===== src/detection_box_decode_filter_core_defines.svh =====
// =============================================================================
// Assertion macros for the detection box decode filter
// Concurrent assertion wrappers that compile away in synthesis builds.
// =============================================================================
`ifndef DETECTION_BOX_DECODE_FILTER_CORE_DEFINES_SVH
`define DETECTION_BOX_DECODE_FILTER_CORE_DEFINES_SVH

`ifndef SYNTHESIS

// The consequent must hold in the same cycle as the antecedent.
`define DBDF_ASSERT_IMPLY(lbl, ck, rn, ante, cons, msg) \
    lbl: assert property (@(posedge ck) disable iff (!rn) (ante) |-> (cons)) \
        else $error(msg);

// The consequent must hold in the cycle after the antecedent.
`define DBDF_ASSERT_NEXT(lbl, ck, rn, ante, cons, msg) \
    lbl: assert property (@(posedge ck) disable iff (!rn) (ante) |=> (cons)) \
        else $error(msg);

// The condition must never be true.
`define DBDF_ASSERT_NEVER(lbl, ck, rn, cond, msg) \
    lbl: assert property (@(posedge ck) disable iff (!rn) !(cond)) \
        else $error(msg);

`else

`define DBDF_ASSERT_IMPLY(lbl, ck, rn, ante, cons, msg)
`define DBDF_ASSERT_NEXT(lbl, ck, rn, ante, cons, msg)
`define DBDF_ASSERT_NEVER(lbl, ck, rn, cond, msg)

`endif

`endif


===== src/dbdf_pkg.sv =====
// =============================================================================
// Detection box decode filter package
// Shared widths, reset values, register indexes and the queued job record.
// =============================================================================
`timescale 1ns / 1ps
`default_nettype none

package dbdf_pkg;

    // Default sizing of the block.
    localparam int DBDF_MAX_CLASSES     = 128;
    localparam int DBDF_COORD_FRAC_BITS = 4;
    localparam int DBDF_QUEUE_DEPTH     = 4;

    // Field widths.
    localparam int SCORE_W     = 16;
    localparam int COORD_W     = 16;
    localparam int CLASS_W     = 8;
    localparam int FRAME_W     = 13;
    localparam int CFG_INDEX_W = 2;
    localparam int CFG_DATA_W  = 16;

    // Register reset values.
    localparam logic [SCORE_W-1:0] THRESHOLD_RESET = 16'd16384;
    localparam logic [FRAME_W-1:0] FRAME_RESET     = 13'd640;

    // Configuration register indexes.
    typedef enum logic [CFG_INDEX_W-1:0] {
        CFG_SCORE_THRESHOLD = 2'd0,
        CFG_FRAME_WIDTH     = 2'd1,
        CFG_FRAME_HEIGHT    = 2'd2
    } cfg_index_t;

    // One decoded anchor handed from the front end to the box unit.
    typedef struct packed {
        logic [CLASS_W-1:0]        class_id;
        logic [SCORE_W-1:0]        confidence;
        logic signed [COORD_W-1:0] center_x;
        logic signed [COORD_W-1:0] center_y;
        logic signed [COORD_W-1:0] box_width;
        logic signed [COORD_W-1:0] box_height;
    } dbdf_job_t;

endpackage

`default_nettype wire


===== src/dbdf_front.sv =====
// =============================================================================
// Detection box decode filter front end
// Accepts class scores, tracks the best class per anchor and queues anchors.
// =============================================================================
`timescale 1ns / 1ps
`default_nettype none

`include "detection_box_decode_filter_core_defines.svh"

module dbdf_front #(
    parameter int MAX_CLASSES = dbdf_pkg::DBDF_MAX_CLASSES
) (
    input  wire logic                                clk,
    input  wire logic                                rst_n,
    input  wire logic                                in_valid,
    output logic                                     in_stall,
    input  wire logic [dbdf_pkg::SCORE_W-1:0]        class_score,
    input  wire logic                                last_class,
    input  wire logic signed [dbdf_pkg::COORD_W-1:0] center_x,
    input  wire logic signed [dbdf_pkg::COORD_W-1:0] center_y,
    input  wire logic signed [dbdf_pkg::COORD_W-1:0] box_width,
    input  wire logic signed [dbdf_pkg::COORD_W-1:0] box_height,
    input  wire logic [dbdf_pkg::SCORE_W-1:0]        anchor_threshold,
    input  wire logic                                queue_full,
    output logic                                     push,
    output dbdf_pkg::dbdf_job_t                      job
);
    import dbdf_pkg::*;

    localparam int CNT_W = $clog2(MAX_CLASSES + 1);

    logic [SCORE_W-1:0] best_score_reg, best_score_next;
    logic [CLASS_W-1:0] best_class_reg, best_class_next;
    logic               found_reg, found_next;
    logic [CNT_W-1:0]   count_reg, count_next;

    logic               accept;
    logic               first;
    logic               counting;
    logic               better;
    logic [SCORE_W-1:0] base_score;
    logic [CLASS_W-1:0] base_class;
    logic               base_found;

    // A transaction is taken whenever the queue has room.
    assign in_stall = queue_full;
    assign accept   = in_valid && !queue_full;

    // The first score of an anchor starts from the threshold.
    assign first      = (count_reg == '0);
    assign base_score = first ? anchor_threshold : best_score_reg;
    assign base_class = first ? '0 : best_class_reg;
    assign base_found = first ? 1'b0 : found_reg;

    // Scores beyond the class limit are ignored; ties keep the earlier class.
    assign counting = (count_reg < CNT_W'(MAX_CLASSES));
    assign better   = counting && (class_score > base_score);

    always_comb
    begin
        best_score_next = better ? class_score : base_score;
        best_class_next = better ? CLASS_W'(count_reg) : base_class;
        found_next      = better || base_found;
        if (last_class)
        begin
            count_next = '0;
        end
        else if (counting)
        begin
            count_next = count_reg + CNT_W'(1);
        end
        else
        begin
            count_next = count_reg;
        end
    end

    // Running best for the anchor in progress.
    always_ff @(posedge clk or negedge rst_n)
    begin
        if (!rst_n)
        begin
            best_score_reg <= '0;
            best_class_reg <= '0;
            found_reg      <= 1'b0;
            count_reg      <= '0;
        end
        else if (accept)
        begin
            best_score_reg <= best_score_next;
            best_class_reg <= best_class_next;
            found_reg      <= found_next;
            count_reg      <= count_next;
        end
    end

    // Only anchors with a passing class go on to the box unit.
    assign push = accept && last_class && found_next;

    always_comb
    begin
        job.class_id   = best_class_next;
        job.confidence = best_score_next;
        job.center_x   = center_x;
        job.center_y   = center_y;
        job.box_width  = box_width;
        job.box_height = box_height;
    end

    `DBDF_ASSERT_NEXT(a_front_last_restarts, clk, rst_n, accept && last_class, count_reg == '0, "anchor count not cleared after last class")
    `DBDF_ASSERT_IMPLY(a_front_count_bound, clk, rst_n, 1'b1, count_reg <= CNT_W'(MAX_CLASSES), "class count beyond limit")
    `DBDF_ASSERT_NEXT(a_front_count_step, clk, rst_n, accept && !last_class && counting, count_reg == $past(count_reg) + CNT_W'(1), "class count did not advance")

endmodule

`default_nettype wire


===== src/dbdf_queue.sv =====
// =============================================================================
// Detection box decode filter queue
// Short first-in first-out buffer between the front end and the box unit.
// =============================================================================
`timescale 1ns / 1ps
`default_nettype none

`include "detection_box_decode_filter_core_defines.svh"

module dbdf_queue #(
    parameter int DEPTH = dbdf_pkg::DBDF_QUEUE_DEPTH
) (
    input  wire logic                 clk,
    input  wire logic                 rst_n,
    input  wire logic                 push,
    input  wire dbdf_pkg::dbdf_job_t  push_data,
    output logic                      full,
    input  wire logic                 pop,
    output dbdf_pkg::dbdf_job_t       pop_data,
    output logic                      not_empty
);
    import dbdf_pkg::*;

    localparam int PTR_W = (DEPTH > 1) ? $clog2(DEPTH) : 1;
    localparam int CNT_W = $clog2(DEPTH + 1);

    dbdf_job_t        entry_reg [DEPTH];
    logic [PTR_W-1:0] wr_ptr_reg, wr_ptr_next;
    logic [PTR_W-1:0] rd_ptr_reg, rd_ptr_next;
    logic [CNT_W-1:0] count_reg, count_next;

    assign full      = (count_reg == CNT_W'(DEPTH));
    assign not_empty = (count_reg != '0);
    assign pop_data  = entry_reg[rd_ptr_reg];

    // Pointer wrap and occupancy.
    always_comb
    begin
        wr_ptr_next = wr_ptr_reg;
        rd_ptr_next = rd_ptr_reg;
        count_next  = count_reg;
        if (push)
        begin
            wr_ptr_next = (wr_ptr_reg == PTR_W'(DEPTH - 1)) ? '0 : wr_ptr_reg + PTR_W'(1);
        end
        if (pop)
        begin
            rd_ptr_next = (rd_ptr_reg == PTR_W'(DEPTH - 1)) ? '0 : rd_ptr_reg + PTR_W'(1);
        end
        if (push && !pop)
        begin
            count_next = count_reg + CNT_W'(1);
        end
        else if (pop && !push)
        begin
            count_next = count_reg - CNT_W'(1);
        end
    end

    always_ff @(posedge clk or negedge rst_n)
    begin
        if (!rst_n)
        begin
            wr_ptr_reg <= '0;
            rd_ptr_reg <= '0;
            count_reg  <= '0;
        end
        else
        begin
            wr_ptr_reg <= wr_ptr_next;
            rd_ptr_reg <= rd_ptr_next;
            count_reg  <= count_next;
        end
    end

    // Entry storage.
    always_ff @(posedge clk)
    begin
        if (push)
        begin
            entry_reg[wr_ptr_reg] <= push_data;
        end
    end

    `DBDF_ASSERT_NEVER(a_queue_overflow, clk, rst_n, push && full, "push into full queue")
    `DBDF_ASSERT_NEVER(a_queue_underflow, clk, rst_n, pop && !not_empty, "pop from empty queue")
    `DBDF_ASSERT_NEXT(a_queue_fill, clk, rst_n, push && !pop, count_reg == $past(count_reg) + CNT_W'(1), "queue count did not grow")

endmodule

`default_nettype wire


===== src/dbdf_back.sv =====
// =============================================================================
// Detection box decode filter box unit
// Turns queued anchors into clamped corners, then into the output detection.
// =============================================================================
`timescale 1ns / 1ps
`default_nettype none

`include "detection_box_decode_filter_core_defines.svh"

module dbdf_back #(
    parameter int COORD_FRAC_BITS = dbdf_pkg::DBDF_COORD_FRAC_BITS
) (
    input  wire logic                          clk,
    input  wire logic                          rst_n,
    input  wire logic                          job_valid,
    input  wire dbdf_pkg::dbdf_job_t           job,
    output logic                               job_pop,
    input  wire logic [dbdf_pkg::FRAME_W-1:0]  frame_width,
    input  wire logic [dbdf_pkg::FRAME_W-1:0]  frame_height,
    output logic                               out_valid,
    input  wire logic                          out_stall,
    output logic [dbdf_pkg::CLASS_W-1:0]       class_id,
    output logic [dbdf_pkg::SCORE_W-1:0]       confidence,
    output logic [dbdf_pkg::COORD_W-1:0]       left,
    output logic [dbdf_pkg::COORD_W-1:0]       top,
    output logic [dbdf_pkg::COORD_W-1:0]       width_out,
    output logic [dbdf_pkg::COORD_W-1:0]       height_out
);
    import dbdf_pkg::*;

    // Clamp a signed corner into 0..hi.
    function automatic logic [COORD_W-1:0] clamp_coord(
        input logic signed [COORD_W:0] v,
        input logic [COORD_W-1:0]      hi
    );
        logic [COORD_W-1:0] r;
        if (v < 0)
        begin
            r = '0;
        end
        else if (v[COORD_W-1:0] > hi)
        begin
            r = hi;
        end
        else
        begin
            r = v[COORD_W-1:0];
        end
        return r;
    endfunction

    // Largest corner for a frame size; a zero size acts as one pixel.
    function automatic logic [COORD_W-1:0] corner_bound(
        input logic [FRAME_W-1:0] frame
    );
        logic [FRAME_W-1:0] f1;
        logic [31:0]        m;
        f1 = (frame == '0) ? '0 : frame - FRAME_W'(1);
        m  = 32'(f1) << COORD_FRAC_BITS;
        return (m > 32'd65535) ? {COORD_W{1'b1}} : m[COORD_W-1:0];
    endfunction

    logic [COORD_W-1:0] x_bound_reg, y_bound_reg;

    logic               s1_valid_reg, s1_valid_next;
    logic [CLASS_W-1:0] s1_class_reg;
    logic [SCORE_W-1:0] s1_conf_reg;
    logic [COORD_W-1:0] s1_x1_reg, s1_y1_reg, s1_x2_reg, s1_y2_reg;

    logic               out_valid_reg, out_valid_next;
    logic [CLASS_W-1:0] out_class_reg;
    logic [SCORE_W-1:0] out_conf_reg;
    logic [COORD_W-1:0] out_left_reg, out_top_reg, out_w_reg, out_h_reg;

    logic signed [COORD_W-1:0] half_w, half_h;
    logic signed [COORD_W:0]   x1_raw, y1_raw, x2_raw, y2_raw;
    logic                      s1_nonzero;
    logic                      s1_leave;
    logic                      s1_load;
    logic                      out_load;
    logic                      out_take;

    // Frame bounds are registered from the configuration registers and follow them in the next cycle.
    always_ff @(posedge clk)
    begin
        x_bound_reg <= corner_bound(frame_width);
        y_bound_reg <= corner_bound(frame_height);
    end

    // Corners from centre and floor-halved size, at one extra bit.
    always_comb
    begin
        half_w = job.box_width >>> 1;
        half_h = job.box_height >>> 1;
        x1_raw = {job.center_x[COORD_W-1], job.center_x} - {half_w[COORD_W-1], half_w};
        y1_raw = {job.center_y[COORD_W-1], job.center_y} - {half_h[COORD_W-1], half_h};
        x2_raw = {job.center_x[COORD_W-1], job.center_x} + {half_w[COORD_W-1], half_w};
        y2_raw = {job.center_y[COORD_W-1], job.center_y} + {half_h[COORD_W-1], half_h};
    end

    // Handshake between the corner stage and the output register.
    assign s1_nonzero = (s1_x2_reg > s1_x1_reg) && (s1_y2_reg > s1_y1_reg);
    assign out_load   = !out_valid_reg || !out_stall;
    assign out_take   = s1_valid_reg && s1_nonzero && out_load;
    assign s1_leave   = s1_valid_reg && (!s1_nonzero || out_load);
    assign s1_load    = !s1_valid_reg || s1_leave;
    assign job_pop    = job_valid && s1_load;

    always_comb
    begin
        if (job_pop)
        begin
            s1_valid_next = 1'b1;
        end
        else if (s1_leave)
        begin
            s1_valid_next = 1'b0;
        end
        else
        begin
            s1_valid_next = s1_valid_reg;
        end

        if (out_take)
        begin
            out_valid_next = 1'b1;
        end
        else if (out_load)
        begin
            out_valid_next = 1'b0;
        end
        else
        begin
            out_valid_next = out_valid_reg;
        end
    end

    always_ff @(posedge clk or negedge rst_n)
    begin
        if (!rst_n)
        begin
            s1_valid_reg  <= 1'b0;
            out_valid_reg <= 1'b0;
        end
        else
        begin
            s1_valid_reg  <= s1_valid_next;
            out_valid_reg <= out_valid_next;
        end
    end

    // Corner stage payload.
    always_ff @(posedge clk)
    begin
        if (job_pop)
        begin
            s1_class_reg <= job.class_id;
            s1_conf_reg  <= job.confidence;
            s1_x1_reg    <= clamp_coord(x1_raw, x_bound_reg);
            s1_y1_reg    <= clamp_coord(y1_raw, y_bound_reg);
            s1_x2_reg    <= clamp_coord(x2_raw, x_bound_reg);
            s1_y2_reg    <= clamp_coord(y2_raw, y_bound_reg);
        end
    end

    // Output register payload; boxes of zero size are dropped above.
    always_ff @(posedge clk)
    begin
        if (out_take)
        begin
            out_class_reg <= s1_class_reg;
            out_conf_reg  <= s1_conf_reg;
            out_left_reg  <= s1_x1_reg;
            out_top_reg   <= s1_y1_reg;
            out_w_reg     <= s1_x2_reg - s1_x1_reg;
            out_h_reg     <= s1_y2_reg - s1_y1_reg;
        end
    end

    assign out_valid  = out_valid_reg;
    assign class_id   = out_class_reg;
    assign confidence = out_conf_reg;
    assign left       = out_left_reg;
    assign top        = out_top_reg;
    assign width_out  = out_w_reg;
    assign height_out = out_h_reg;

    `DBDF_ASSERT_IMPLY(a_back_size_nonzero, clk, rst_n, out_valid_reg, (out_w_reg != '0) && (out_h_reg != '0), "emitted box of zero size")
    `DBDF_ASSERT_IMPLY(a_back_corner_bound, clk, rst_n, s1_valid_reg, (s1_x2_reg <= x_bound_reg) && (s1_y2_reg <= y_bound_reg), "corner beyond frame")
    `DBDF_ASSERT_NEXT(a_back_pop_fills, clk, rst_n, job_pop, s1_valid_reg, "popped job lost")

endmodule

`default_nettype wire


===== src/detection_box_decode_filter_core.sv =====
// =============================================================================
// Detection box decode filter core
// Picks the best class of each anchor and emits its clamped detection box.
// =============================================================================
// The block takes one class score per cycle while in_stall is low. Each
// anchor is a run of scores ending with the transaction marked last_class,
// which also carries the box centre and size. The front end keeps the running
// best class and passes each anchor that has a class above the threshold into
// a short queue; the box unit registers the clamped corners in its corner
// stage and the size in its output register. Input stalls only while the queue
// is full, which happens only when the output side holds off for longer than
// the queue depth allows. Configuration writes are always taken and should be
// made while no anchor is in flight.
`timescale 1ns / 1ps
`default_nettype none

module detection_box_decode_filter_core #(
    parameter int MAX_CLASSES     = dbdf_pkg::DBDF_MAX_CLASSES,
    parameter int COORD_FRAC_BITS = dbdf_pkg::DBDF_COORD_FRAC_BITS,
    parameter int QUEUE_DEPTH     = dbdf_pkg::DBDF_QUEUE_DEPTH
) (
    input  wire logic                                   clk,
    input  wire logic                                   rst_n,
    input  wire logic                                   cfg_valid,
    output logic                                        cfg_ready,
    input  wire logic [dbdf_pkg::CFG_INDEX_W-1:0]       cfg_index,
    input  wire logic [dbdf_pkg::CFG_DATA_W-1:0]        cfg_data,
    input  wire logic                                   in_valid,
    output logic                                        in_stall,
    input  wire logic [dbdf_pkg::SCORE_W-1:0]           class_score,
    input  wire logic                                   last_class,
    input  wire logic signed [dbdf_pkg::COORD_W-1:0]    center_x,
    input  wire logic signed [dbdf_pkg::COORD_W-1:0]    center_y,
    input  wire logic signed [dbdf_pkg::COORD_W-1:0]    box_width,
    input  wire logic signed [dbdf_pkg::COORD_W-1:0]    box_height,
    output logic                                        out_valid,
    input  wire logic                                   out_stall,
    output logic [dbdf_pkg::CLASS_W-1:0]                class_id,
    output logic [dbdf_pkg::SCORE_W-1:0]                confidence,
    output logic [dbdf_pkg::COORD_W-1:0]                left,
    output logic [dbdf_pkg::COORD_W-1:0]                top,
    output logic [dbdf_pkg::COORD_W-1:0]                width_out,
    output logic [dbdf_pkg::COORD_W-1:0]                height_out
);
    import dbdf_pkg::*;

    logic [SCORE_W-1:0] threshold_reg;
    logic [FRAME_W-1:0] frame_width_reg;
    logic [FRAME_W-1:0] frame_height_reg;

    logic      queue_full;
    logic      queue_push;
    logic      queue_pop;
    logic      queue_not_empty;
    dbdf_job_t front_job;
    dbdf_job_t back_job;

    // Configuration registers; writes are always accepted.
    assign cfg_ready = 1'b1;

    always_ff @(posedge clk or negedge rst_n)
    begin
        if (!rst_n)
        begin
            threshold_reg    <= THRESHOLD_RESET;
            frame_width_reg  <= FRAME_RESET;
            frame_height_reg <= FRAME_RESET;
        end
        else if (cfg_valid && cfg_ready)
        begin
            case (cfg_index_t'(cfg_index))
                CFG_SCORE_THRESHOLD: threshold_reg    <= cfg_data[SCORE_W-1:0];
                CFG_FRAME_WIDTH:     frame_width_reg  <= cfg_data[FRAME_W-1:0];
                CFG_FRAME_HEIGHT:    frame_height_reg <= cfg_data[FRAME_W-1:0];
                default:             ;
            endcase
        end
    end

    // Score tracking per anchor.
    dbdf_front #(
        .MAX_CLASSES (MAX_CLASSES)
    ) u_front (
        .clk              (clk),
        .rst_n            (rst_n),
        .in_valid         (in_valid),
        .in_stall         (in_stall),
        .class_score      (class_score),
        .last_class       (last_class),
        .center_x         (center_x),
        .center_y         (center_y),
        .box_width        (box_width),
        .box_height       (box_height),
        .anchor_threshold (threshold_reg),
        .queue_full       (queue_full),
        .push             (queue_push),
        .job              (front_job)
    );

    // Decoupling queue.
    dbdf_queue #(
        .DEPTH (QUEUE_DEPTH)
    ) u_queue (
        .clk       (clk),
        .rst_n     (rst_n),
        .push      (queue_push),
        .push_data (front_job),
        .full      (queue_full),
        .pop       (queue_pop),
        .pop_data  (back_job),
        .not_empty (queue_not_empty)
    );

    // Box decode and clamp.
    dbdf_back #(
        .COORD_FRAC_BITS (COORD_FRAC_BITS)
    ) u_back (
        .clk          (clk),
        .rst_n        (rst_n),
        .job_valid    (queue_not_empty),
        .job          (back_job),
        .job_pop      (queue_pop),
        .frame_width  (frame_width_reg),
        .frame_height (frame_height_reg),
        .out_valid    (out_valid),
        .out_stall    (out_stall),
        .class_id     (class_id),
        .confidence   (confidence),
        .left         (left),
        .top          (top),
        .width_out    (width_out),
        .height_out   (height_out)
    );

endmodule

`default_nettype wire

===== config.mk =====
export PLATFORM = sky130hd
export DESIGN_NAME = detection_box_decode_filter_core
export DESIGN_NICKNAME = d
export VERILOG_FILES = /design/src/dbdf_pkg.sv /design/src/dbdf_front.sv /design/src/dbdf_queue.sv /design/src/dbdf_back.sv /design/src/detection_box_decode_filter_core.sv
export VERILOG_INCLUDE_DIRS = /design/src /design/src/src
export SDC_FILE = /design/constraint.sdc
export NUM_CORES = 1
export LEC_CHECK = 0
export BUFFER_PORTS_ARGS = -buffer_cell sky130_fd_sc_hd__buf_2
export CORE_UTILIZATION = 65
export DETAILED_ROUTE_END_ITERATION = 6
export GPL_TIMING_DRIVEN = 0
export PLACE_DENSITY = 0.85
export SETUP_SLACK_MARGIN = 0.1
export SLEW_MARGIN = 40
export SYNTH_ARGS = -nofsm -noshare
export SYNTH_HDL_FRONTEND = slang
export SYNTH_SLANG_ARGS = --single-unit

===== constraint.sdc =====
create_clock -name clk -period 16.15 [get_ports clk]
set_input_delay 0.8075 -clock clk [delete_from_list [all_inputs] [get_ports clk]]
set_output_delay 0.8075 -clock clk [all_outputs]
set_load 0.005 [all_outputs]

==> metrics.txt <==
R2R Setup Slk just over 9 ns; Post-Place Cell Area 32600 um^2; clk sink count 630; max reg flops 344; critical path type reg2reg; highest clock rate 0.142 GHz; layout cells sized above 1 0.215; Post-DRT Antenna Nets 0; Synth cell types 81; post-cts resize count 0; Clock Skew 0.0397 ns; Routed WL per cell 23.5 um; RR Endpoint u_back.s1_y2_reg[9]; post-synth design cell area just over 30000 um^2; I/O Buffers 190; H-tree depth reported by CTS 2; peak fanout along the critical path 10; Req. time, crit path 16.50 ns; Worst EP arrival ~7.4 ns; Core Util, Final 0.747; Worst Setup SP u_queue.rd_ptr_reg[1]; post-route minimum period 7.04 ns; share of flip-flops with an asynchronous set or reset 0.133; vias 19800; Slew headroom 0.442; fin area 34700 um^2; Clock transition at path regs 0.07 ns; routed vias/inst about 6.3; max-slew violation count 0; vias in the first global route 20000; Top Ports 195; number of buffers created by CTS a little under 60; placeable core area 46500 um^2; Rows 79; Max Root-Sink Buffers 3; setup_tns 0 ns; outcome complete, no violations; detailed-placement wirelength estimate about 51000 um; r2r startpoint u_queue.rd_ptr_reg[1]; syn_area_per_cell 13.8 um^2; Area Growth Syn to Fin 13.8%; Routed WL ~74000 um; Tcrit/Tclk final 0.436; largest net degree at the start of global routing 57; die height 219 um; CTS tree yes; Synth Net Count 2506; DRC 0; Post-CTS Hold Buffers 0; post-CTS setup buffers 0; RSZ-0062 raised after global routing no; Post-synth EDFFs 520; GRT overflow 0; synth warn 0; Starting DRT DRC Count 1878; Max-Cap Viols 0; initial antenna violation count 11; Initial Util 0.656; share of the yosys chip area belonging to registers 0.598; main flop type after synthesis edfxtp_1; nets@finish around 2800; first-pass GRT wire length 113000 um; R2R depth 21; GRT Resource Usage Total 0.315; final setup fails 0; Die Wd 219 um; Tightest Pin Transition 0.837 ns; final non-filler cell total around 3100; Cells after Synth ~2200; Final Hold Fails 0; Root Driver clkbuf_16; Placer Congestion around 0.89; die area about 48000 um^2; element type at the critical path start flop; #FFs+latches synth 630; Skew-Pair Late Insertion Delay 0.64 ns; HP Class in2async; First-pass DRT Iterations 5; CP Capture Type flop; placed cell count between 3000 and 4000
==> cells in the final DEF (no fill, tap or decap), types with 61 or more instances in the layout <==
master and instances:
edfxtp_1 520, buf_2 209, ha_1 186, inv_1 172, nor2_1 142, nand2_1 107, a21oi_1 101, mux4_2 86
dfrtp_1 79, mux2_2 68, clkbuf_16 62, o21ai_0 61
==> how the worst max path moves through the flow <==
stage                            to  slack (ns)  cells past startpoint
6_report        u_back.s1_y2_reg[9]        9.11                     21
5_1_grt        u_back.s1_x1_reg[10]        8.84                     24
4_1_cts         u_back.s1_y2_reg[9]        9.11                     21
3_5_place_dp    u_back.s1_y2_reg[2]        9.15                     20
3_3_place_gp   u_back.confidence[8]        6.60                      9
2_1_floorplan    u_back.class_id[0]        9.11                      9
==> layout make-up <==
type | instances | area (um^2)
inverter | 174 | 658
timing repair buffer | 206 | 1310
fill | 2776 | 11700
clock inverter | 32 | 354
multi-input combinational | 1324 | 11300
antenna | 8 | 20.0
tap | 607 | 759
buffer | 81 | 370
clock buffer | 80 | 1730
sequential | 630 | 18200
==> synth_stat cells, types with 10 or more instances <==
| library cell | number | area [um^2] |
|---|---|---|
| dfxtp_1 | 26 | 521 |
| o31a_1 | 10 | 87.6 |
| o21ai_0 | 61 | 305 |
| o21bai_1 | 13 | 97.6 |
| mux4_2 | 86 | 1940 |
| a31oi_1 | 12 | 75.1 |
| nand4_1 | 26 | 163 |
| o21a_1 | 16 | 120 |
| nand3_1 | 29 | 145 |
| mux2_4 | 11 | 165 |
| a21oi_1 | 102 | 510 |
| buf_2 | 13 | 65.1 |
| nand2b_1 | 21 | 131 |
| inv_1 | 173 | 649 |
| xnor2_1 | 58 | 508 |
| buf_1 | 16 | 60.1 |
| a211oi_1 | 29 | 218 |
| ha_1 | 186 | 2330 |
| mux2i_1 | 32 | 320 |
| nor2b_1 | 33 | 206 |
| nor3_1 | 47 | 235 |
| a22o_1 | 15 | 131 |
| clkbuf_1 | 45 | 169 |
| o211ai_1 | 13 | 97.6 |
| edfxtp_1 | 520 | 15600 |
| mux2_2 | 68 | 766 |
| a21o_1 | 27 | 203 |
| dfrtp_1 | 79 | 1980 |
| nor2_1 | 142 | 533 |
| a221oi_1 | 10 | 87.6 |
| xor2_1 | 32 | 280 |
| nand2_1 | 107 | 402 |
==> per-layer routing <==
layer	track usage	vias up	share of wire
met1	0.421	9773	0.40
li1	-	8853	-
met2	0.521	952	0.49
met5	0	-	0.00051
met4	0.112	6	0.032
met3	0.0539	185	0.078
==> critical path, cell delays in order (launching register included) <==
cell and delay [ns]:
dfrtp_1 0.35, clkbuf_1 0.40, clkbuf_1 0.56, buf_1 0.56, mux4_2 0.46, ha_1 0.33, buf_6 0.14, or4_4 0.55
or4_1 0.44, a31oi_1 0.25, o31a_2 0.23, nor2_1 0.06, xnor2_1 0.21, inv_1 0.08, ha_1 0.30, nand4_1 0.17
or4_1 0.63, a21oi_1 0.18, or4_1 0.15, o21ai_2 0.10, clkbuf_1 0.28, o211a_1 0.31
==> cell families after synthesis <==
logic type / share of synthesized area
compound gates: 0.0819
xor+xnor: 0.0258
fa+ha+maj: 0.0819
buf+inv: 0.0333
flops: 0.598
mux: 0.105
other cells: 0.000123
simple gates: 0.0742
==> through the flow <==
stage / hold WS (ns) / worst slack [ns]
2_1_floorplan: 0.400 / 9.11
3_5_place_dp: 0.405 / 9.15
5_1_grt: 0.104 / 8.84
6_report: 0.0813 / 9.11
4_1_cts: 0.0683 / 9.11
3_3_place_gp: 0.402 / 6.60
Power is left out: the tool's default activity adds up to more than one toggle a clock period on the data nets, which glitch-free logic cannot reach.
